**src/rtl/core/pixel_hsl_colorize_assert.svh**
```systemverilog
// Assertion macros for the pixel HSL colorize block.
// Used by modules that provide clk and rst_n; they expand to nothing for synthesis.
`ifndef PIXEL_HSL_COLORIZE_ASSERT_SVH
`define PIXEL_HSL_COLORIZE_ASSERT_SVH
`ifndef SYNTHESIS
`define PHC_ASSERT(lbl, prop) \
    lbl: assert property (@(posedge clk) disable iff (!rst_n) prop) \
        else $error("pixel_hsl_colorize: assertion failed");
`define PHC_ASSERT_ALWAYS(lbl, prop) \
    lbl: assert property (@(posedge clk) prop) \
        else $error("pixel_hsl_colorize: assertion failed");
`else
`define PHC_ASSERT(lbl, prop)
`define PHC_ASSERT_ALWAYS(lbl, prop)
`endif
`endif

```
**src/rtl/core/phc_pkg.sv**
```systemverilog
// Shared types, constants and arithmetic helpers for the HSL colorize pipeline.
// No dependencies.
package phc_pkg;

    localparam logic [6:0]  PCT_MAX   = 7'd100;
    localparam logic [23:0] RECIP100  = 24'd10737419;   // ceil(2^30 / 100)
    localparam logic [7:0]  CHAN_MAX  = 8'hFF;

    localparam logic REG_HUE = 1'b0;
    localparam logic REG_SAT = 1'b1;

    typedef enum logic [2:0] {
        SEC_RY = 3'd0,
        SEC_YG = 3'd1,
        SEC_GC = 3'd2,
        SEC_CB = 3'd3,
        SEC_BM = 3'd4,
        SEC_MR = 3'd5
    } sector_t;

    typedef struct packed {
        sector_t    sector;
        logic [6:0] weight;
    } hue_cfg_t;

    // floor(n / 100) by reciprocal multiply; exact while the quotient fits 16 bits (n below 6553600)
    function automatic logic [15:0] div100(input logic [22:0] n);
        logic [46:0] p;
        p = {24'd0, n} * {23'd0, RECIP100};
        return p[45:30];
    endfunction

    // Saturate the hue percent and split it into 60-degree sector and triangle weight
    function automatic hue_cfg_t hue_decode(input logic [6:0] pct);
        logic [6:0] h;
        logic [9:0] t;
        logic [9:0] f;
        hue_cfg_t   r;
        h = (pct > PCT_MAX) ? PCT_MAX : pct;
        t = 10'(h) * 10'd6;
        if (t >= 10'd500)
        begin
            r.sector = SEC_MR;
            f = t - 10'd400;
        end
        else if (t >= 10'd400)
        begin
            r.sector = SEC_BM;
            f = t - 10'd400;
        end
        else if (t >= 10'd300)
        begin
            r.sector = SEC_CB;
            f = t - 10'd200;
        end
        else if (t >= 10'd200)
        begin
            r.sector = SEC_GC;
            f = t - 10'd200;
        end
        else if (t >= 10'd100)
        begin
            r.sector = SEC_YG;
            f = t;
        end
        else
        begin
            r.sector = SEC_RY;
            f = t;
        end
        r.weight = (f >= 10'd100) ? 7'(10'd200 - f) : f[6:0];
        return r;
    endfunction

endpackage

```
**src/rtl/core/pixel_hsl_colorize.sv**
```systemverilog
// Six stages, three front and three back; each holds one pixel and moves when the next frees.
// Throughput: one pixel per cycle while the output is not stalled.
// A stalled output backs up stage by stage, so bubbles fill before the input stalls.
// Reset clears all stage valid bits; hue and saturation reset to zero (gray output).
// Depends on phc_pkg, phc_cfg, phc_chroma, phc_mix and the assertion header.
`include "pixel_hsl_colorize_assert.svh"
module pixel_hsl_colorize
    import phc_pkg::*;
(
    input  logic       clk,
    input  logic       rst_n,
    input  logic       cfg_write,
    input  logic       cfg_index,
    input  logic [6:0] cfg_data,
    input  logic       in_valid,
    output logic       in_ready,
    input  logic [7:0] red_in,
    input  logic [7:0] green_in,
    input  logic [7:0] blue_in,
    output logic       out_valid,
    input  logic       out_ready,
    output logic [7:0] red_out,
    output logic [7:0] green_out,
    output logic [7:0] blue_out
);

    hue_cfg_t    hue;
    logic [6:0]  sat;
    logic        mid_valid;
    logic        mid_ready;
    logic [8:0]  mid_sum;
    logic [15:0] mid_chroma;

    phc_cfg u_cfg (
        .clk       (clk),
        .rst_n     (rst_n),
        .cfg_write (cfg_write),
        .cfg_index (cfg_index),
        .cfg_data  (cfg_data),
        .hue       (hue),
        .sat       (sat)
    );

    phc_chroma u_chroma (
        .clk        (clk),
        .rst_n      (rst_n),
        .in_valid   (in_valid),
        .in_ready   (in_ready),
        .red_in     (red_in),
        .green_in   (green_in),
        .blue_in    (blue_in),
        .sat        (sat),
        .out_valid  (mid_valid),
        .out_ready  (mid_ready),
        .out_sum    (mid_sum),
        .out_chroma (mid_chroma)
    );

    phc_mix u_mix (
        .clk       (clk),
        .rst_n     (rst_n),
        .in_valid  (mid_valid),
        .in_ready  (mid_ready),
        .in_sum    (mid_sum),
        .in_chroma (mid_chroma),
        .hue       (hue),
        .out_valid (out_valid),
        .out_ready (out_ready),
        .red_out   (red_out),
        .green_out (green_out),
        .blue_out  (blue_out)
    );

    // a free output lets every stage advance, so the input must be open
    `PHC_ASSERT(a_ready_chain, out_ready |-> in_ready)
    // an internal item blocked by the back half stays put
    `PHC_ASSERT(a_mid_hold, mid_valid && !mid_ready |=> mid_valid && $stable(mid_chroma))
    // chroma is bounded by full scale in 1/255 units
    `PHC_ASSERT(a_chroma_range, mid_valid |-> mid_chroma <= 16'd65280)
    // zero saturation must give zero chroma
    `PHC_ASSERT(a_gray, mid_valid && sat == 7'd0 && $stable(sat) |-> mid_chroma == 16'd0)

endmodule

```
**src/rtl/core/phc_cfg.sv**
```systemverilog
// Configuration registers: hue (stored decoded) and saturation (stored saturated).
// Depends on phc_pkg.
module phc_cfg
    import phc_pkg::*;
(
    input  logic       clk,
    input  logic       rst_n,
    input  logic       cfg_write,
    input  logic       cfg_index,
    input  logic [6:0] cfg_data,
    output hue_cfg_t   hue,
    output logic [6:0] sat
);

    hue_cfg_t   hue_reg;
    hue_cfg_t   hue_next;
    logic [6:0] sat_reg;
    logic [6:0] sat_next;

    always_comb
    begin
        hue_next = hue_reg;
        sat_next = sat_reg;
        if (cfg_write)
        begin
            case (cfg_index)
                REG_HUE: hue_next = hue_decode(cfg_data);
                REG_SAT: sat_next = (cfg_data > PCT_MAX) ? PCT_MAX : cfg_data;
                default: ;
            endcase
        end
    end

    always_ff @(posedge clk or negedge rst_n)
    begin
        if (!rst_n)
        begin
            hue_reg <= hue_decode(7'd0);
            sat_reg <= 7'd0;
        end
        else
        begin
            hue_reg <= hue_next;
            sat_reg <= sat_next;
        end
    end

    assign hue = hue_reg;
    assign sat = sat_reg;

endmodule

```
**src/rtl/core/phc_chroma.sv**
```systemverilog
// Front pipeline, three stages: lightness sum and span, span times saturation,
// divide by 100 to chroma. Depends on phc_pkg.
module phc_chroma
    import phc_pkg::*;
(
    input  logic        clk,
    input  logic        rst_n,
    input  logic        in_valid,
    output logic        in_ready,
    input  logic [7:0]  red_in,
    input  logic [7:0]  green_in,
    input  logic [7:0]  blue_in,
    input  logic [6:0]  sat,
    output logic        out_valid,
    input  logic        out_ready,
    output logic [8:0]  out_sum,
    output logic [15:0] out_chroma
);

    logic        v1_reg, v2_reg, v3_reg;
    logic        adv1, adv2, adv3;
    logic [8:0]  sum1_reg, sum2_reg, sum3_reg;
    logic [7:0]  span1_reg;
    logic [14:0] n2_reg;
    logic [15:0] chroma3_reg;

    logic [7:0]  hi;
    logic [7:0]  lo;
    logic [8:0]  sum;
    logic [7:0]  span;

    // each stage moves when it is empty or the next one takes its item
    assign adv3     = !v3_reg || out_ready;
    assign adv2     = !v2_reg || adv3;
    assign adv1     = !v1_reg || adv2;
    assign in_ready = adv1;

    always_comb
    begin
        hi = red_in;
        lo = red_in;
        if (green_in > hi) hi = green_in;
        if (blue_in > hi)  hi = blue_in;
        if (green_in < lo) lo = green_in;
        if (blue_in < lo)  lo = blue_in;
        sum  = {1'b0, hi} + {1'b0, lo};
        span = (sum >= 9'd255) ? 8'(9'd510 - sum) : sum[7:0];
    end

    always_ff @(posedge clk or negedge rst_n)
    begin
        if (!rst_n)
        begin
            v1_reg <= 1'b0;
            v2_reg <= 1'b0;
            v3_reg <= 1'b0;
        end
        else
        begin
            if (adv1) v1_reg <= in_valid;
            if (adv2) v2_reg <= v1_reg;
            if (adv3) v3_reg <= v2_reg;
        end
    end

    always_ff @(posedge clk)
    begin
        if (adv1 && in_valid)
        begin
            sum1_reg  <= sum;
            span1_reg <= span;
        end
        if (adv2 && v1_reg)
        begin
            sum2_reg <= sum1_reg;
            n2_reg   <= 15'(span1_reg) * 15'(sat);
        end
        if (adv3 && v2_reg)
        begin
            sum3_reg    <= sum2_reg;
            chroma3_reg <= div100({n2_reg, 8'd0});
        end
    end

    assign out_valid  = v3_reg;
    assign out_sum    = sum3_reg;
    assign out_chroma = chroma3_reg;

endmodule

```
**src/rtl/core/phc_mix.sv**
```systemverilog
// Back pipeline, three stages: chroma times triangle weight and offset, divide by
// 100 to the second component, sector placement with clamp. Depends on phc_pkg.
module phc_mix
    import phc_pkg::*;
(
    input  logic        clk,
    input  logic        rst_n,
    input  logic        in_valid,
    output logic        in_ready,
    input  logic [8:0]  in_sum,
    input  logic [15:0] in_chroma,
    input  hue_cfg_t    hue,
    output logic        out_valid,
    input  logic        out_ready,
    output logic [7:0]  red_out,
    output logic [7:0]  green_out,
    output logic [7:0]  blue_out
);

    logic        v4_reg, v5_reg, v6_reg;
    logic        adv4, adv5, adv6;
    logic [22:0] p4_reg;
    logic [15:0] chroma4_reg, chroma5_reg;
    logic [15:0] offs4_reg, offs5_reg;
    logic [15:0] x5_reg;
    logic [7:0]  red6_reg, green6_reg, blue6_reg;

    logic [15:0] c1, c2, c3;

    function automatic logic [7:0] to_chan(input logic [15:0] comp, input logic [15:0] offs);
        logic [16:0] s;
        s = {1'b0, comp} + {1'b0, offs};
        return s[16] ? CHAN_MAX : s[15:8];
    endfunction

    assign adv6     = !v6_reg || out_ready;
    assign adv5     = !v5_reg || adv6;
    assign adv4     = !v4_reg || adv5;
    assign in_ready = adv4;

    always_comb
    begin
        case (hue.sector)
            SEC_RY:
            begin
                c1 = chroma5_reg; c2 = x5_reg;      c3 = 16'd0;
            end
            SEC_YG:
            begin
                c1 = x5_reg;      c2 = chroma5_reg; c3 = 16'd0;
            end
            SEC_GC:
            begin
                c1 = 16'd0;       c2 = chroma5_reg; c3 = x5_reg;
            end
            SEC_CB:
            begin
                c1 = 16'd0;       c2 = x5_reg;      c3 = chroma5_reg;
            end
            SEC_BM:
            begin
                c1 = x5_reg;      c2 = 16'd0;       c3 = chroma5_reg;
            end
            default:
            begin
                c1 = chroma5_reg; c2 = 16'd0;       c3 = x5_reg;
            end
        endcase
    end

    always_ff @(posedge clk or negedge rst_n)
    begin
        if (!rst_n)
        begin
            v4_reg <= 1'b0;
            v5_reg <= 1'b0;
            v6_reg <= 1'b0;
        end
        else
        begin
            if (adv4) v4_reg <= in_valid;
            if (adv5) v5_reg <= v4_reg;
            if (adv6) v6_reg <= v5_reg;
        end
    end

    always_ff @(posedge clk)
    begin
        if (adv4 && in_valid)
        begin
            p4_reg      <= 23'(in_chroma) * 23'(hue.weight);
            chroma4_reg <= in_chroma;
            // lightness minus half chroma; chroma never exceeds twice the lightness
            offs4_reg   <= {in_sum, 7'd0} - {1'b0, in_chroma[15:1]};
        end
        if (adv5 && v4_reg)
        begin
            x5_reg      <= div100(p4_reg);
            chroma5_reg <= chroma4_reg;
            offs5_reg   <= offs4_reg;
        end
        if (adv6 && v5_reg)
        begin
            red6_reg   <= to_chan(c1, offs5_reg);
            green6_reg <= to_chan(c2, offs5_reg);
            blue6_reg  <= to_chan(c3, offs5_reg);
        end
    end

    assign out_valid = v6_reg;
    assign red_out   = red6_reg;
    assign green_out = green6_reg;
    assign blue_out  = blue6_reg;

endmodule

```
**config.mk**
```make
export PLATFORM = sky130hd
export DESIGN_NAME = pixel_hsl_colorize
export DESIGN_NICKNAME = d
export VERILOG_FILES = /design/src/rtl/core/phc_pkg.sv /design/src/rtl/core/pixel_hsl_colorize.sv /design/src/rtl/core/phc_cfg.sv /design/src/rtl/core/phc_chroma.sv /design/src/rtl/core/phc_mix.sv
export VERILOG_INCLUDE_DIRS = /design/src /design/src/rtl/core
export SDC_FILE = /design/constraint.sdc
export NUM_CORES = 2
export LEC_CHECK = 0
export BUFFER_PORTS_ARGS = -buffer_cell sky130_fd_sc_hd__buf_4
export CELL_PAD_IN_SITES_DETAIL_PLACEMENT = 0
export CELL_PAD_IN_SITES_GLOBAL_PLACEMENT = 1
export CORE_ASPECT_RATIO = 0.6
export CORE_UTILIZATION = 53
export CTS_CLUSTER_SIZE = 25
export DETAILED_ROUTE_END_ITERATION = 8
export PLACE_DENSITY = 0.86
export SETUP_SLACK_MARGIN = 0.5
export SYNTH_ARGS = -nofsm -noshare
export SYNTH_HDL_FRONTEND = slang
export SYNTH_SLANG_ARGS = --single-unit
export TNS_END_PERCENT = 10
```
**constraint.sdc**
```tcl
create_clock -name clk -period 8.1 [get_ports clk]
set_input_delay 1.215 -clock clk [delete_from_list [all_inputs] [get_ports clk]]
set_output_delay 1.215 -clock clk [all_outputs]
set_load 0.005 [all_outputs]
```
==> impl_metrics.tcl <==
set metrics [dict create \
    synth_top_area_frac 0.251 \
    synth_area_leaders "fa_1 25%, ha_1 24%, edfxtp_1 19%, inv_1 7.1%, nand2_1 3.0%" \
    num_io_pins 63 \
    num_rows 67 \
    via_per_inst 5.55 \
    grt.total_usage 0.250 \
    drt_iter0_drc 1648 \
    cp_data_arrival_time_ns 7.39 \
    fin_crit_sh 0.877 \
    ant_nets 0 \
    wl_per_cell_um 19.0 \
    slew_viol_final 0 \
    synth_flop_cell "edfxtp_1" \
    crit_required_ns 8.39 \
    status "finished clean" \
    max_freq_mhz 141 \
    syn_to_final_growth_pct 6.77 \
    finalSetupViolations 0 \
    cts_resized 0 \
    layout.nets 3956 \
    hpwl_um 60200 \
    synth_common_cells "577 x inv_1, 572 x ha_1, 381 x fa_1" \
    yosysWarningCount 0 \
    clock_latency_ns 0.55 \
    ys_async_sr_fraction 0.104 \
    num_vias 20800 \
    port-buffer-count 62 \
    fin_worst_skew_ns 0.0364 \
    dieArea_um2 58400 \
    synth_edf_count 189 \
    finalHoldViolCount 0 \
    ys_ff_latch 211 \
    utilization 0.577 \
    grt_pass1_vias 21300 \
    clock_path_buffers 3 \
    final_cell_count_no_fill 3742 \
    start_util 0.540 \
    ys_types 83 \
    finalSetupTns_ns 0 \
    drt-total-wl_um 71100 \
    grt-ovfl-total 0 \
    hold_path.class "reg2reg" \
    syn_area_um2 30400 \
    cts_buffers 23 \
    cts-root-buf "clkbuf_16" \
    dr.pass1.iters 5 \
    cts_setup_buffers 0 \
    grt_pass1_wl_um 116000 \
    worstSetupPathType "reg2reg" \
    slew_headroom 0.181 \
    gp_congestion 0.996 \
    place_inst 3700 \
    yosysSeqAreaShare 0.205 \
    cts_sinks 211 \
    fin_crit_ns 7.10 \
    drcViolationCount 0 \
    cp_max_fo 7 \
    final_layout_size_suffix_gt1_frac 0.0583 \
    worst_pin_slew_ns 1.22 \
    insertedDiodeCount 0 \
    cap_violations 0 \
    antenna_found_initial 0 \
    syn-mean-instance-area_um2 10.4 \
    syn_nets 3915 \
    synthCells 2925 \
    crit_path_end_kind "flip-flop" \
    die_h_um 188 \
    start_kind "flip-flop" \
    core_um2 56300 \
    rsz0062_at_grt "false" \
    worst_hold_slack_ns 0.419 \
    largest_reg_flops 22 \
    cts_tree "yes" \
    h-tree-depth 1 \
    die_width_um 311 \
    yosysMostFrequentCell "inv_1" \
    yosys.area.top_type "fa_1" \
    cts_hold_buf 0 \
    clk_pin_slew_ns 0.08 \
    grt_max_degree 56 \
]
-- critical path: stages, from the launching register on --
cell	delay (ns)
edfxtp_1	0.56
fa_1	0.59
fa_1	0.53
inv_1	0.05
fa_1	0.41
inv_1	0.08
fa_1	0.41
inv_1	0.09
fa_1	0.44
fa_1	0.55
inv_1	0.06
fa_1	0.50
ha_1	0.24
a211o_1	0.31
or3_1	0.31
o211ai_1	0.13
o41ai_1	0.14
a211oi_1	0.52
nor2_1	0.18
a221oi_2	0.44
o21bai_1	0.13
xor2_1	0.15
-- final timing paths --
path                                                  endpoint                      startpoint  cells past startpoint  slack, ns
worst max-delay path                u_mix.x5_reg[14]$_DFFE_PP_       u_mix.p4_reg[6]$_DFFE_PP_                     21        1.0
worst min-delay path             u_chroma.out_sum[0]$_DFFE_PP_  u_chroma.sum2_reg[0]$_DFFE_PP_                      0       0.42
worst max register to register      u_mix.x5_reg[14]$_DFFE_PP_       u_mix.p4_reg[6]$_DFFE_PP_                     21        1.0
worst min register to register   u_chroma.out_sum[0]$_DFFE_PP_  u_chroma.sum2_reg[0]$_DFFE_PP_                      0       0.42
max in group asynchronous             u_cfg.hue[7]$_DFFE_PN0P_                           rst_n                      1       7.25
min in group asynchronous       u_chroma.out_valid$_DFFE_PN0P_                           rst_n                      1       0.58
-- metrics by stage --
| stage | worst slack, ns | cell area, um^2 |
|---|---|---|
| after floorplan | 1.02 | 30400 |
| final | 0.996 | 32500 |
| after global placement | 0.960 | 31700 |
| after detailed placement | 0.798 | 31700 |
| after global routing | 0.680 | 32500 |
| after CTS | 0.789 | 32500 |
-- cells by family (layout without fill, tap and decap cells) --
group / Yosys count / in the layout / synth area share
adder cells (fa/ha/maj): 953 / 953 / 0.486
buffers and inverters: 634 / 692 / 0.0786
AND/OR/NAND/NOR: 558 / 558 / 0.0886
AO/OA/AOI/OAI: 412 / 412 / 0.0930
flip-flops: 211 / 211 / 0.205
XOR/XNOR: 109 / 109 / 0.0319
multiplexers: 48 / 48 / 0.0168
-- layer usage --
| layer | routed length (um) | up-vias | track usage |
|---|---|---|---|
| li1 | - | 9856 | - |
| met1 | 36700 | 10200 | 0.404 |
| met2 | 27900 | 609 | 0.342 |
| met3 | 5850 | 51 | 0.0635 |
| met4 | 666 | 0 | 0.0239 |
| met5 | 0 | - | 0 |
-- cells in the final DEF, fill, tap and decap left out, types with 58 or more instances in the layout --
cell / synthesis / final
o21ai_0: 76 / 76
nand2_1: 242 / 242
edfxtp_1: 189 / 189
fa_1: 381 / 381
buf_4: 0 / 73
and2_1: 59 / 58
inv_1: 577 / 577
a21oi_1: 106 / 106
nor2_1: 75 / 75
xnor2_1: 78 / 78
ha_1: 572 / 572
-- area by class of cell --
class | count | area, um^2
Tap cell | 759 | 950
Clock inverter | 13 | 145
Inverter | 577 | 2170
Fill cell | 4799 | 23800
Clock buffer | 29 | 618
Timing Repair Buffer | 73 | 548
Multi-Input combinational cell | 2080 | 21800
Sequential cell | 211 | 6230
Power is left out: the tool's default activity adds up to more than one toggle a clock period on the data nets, which glitch-free logic cannot reach.
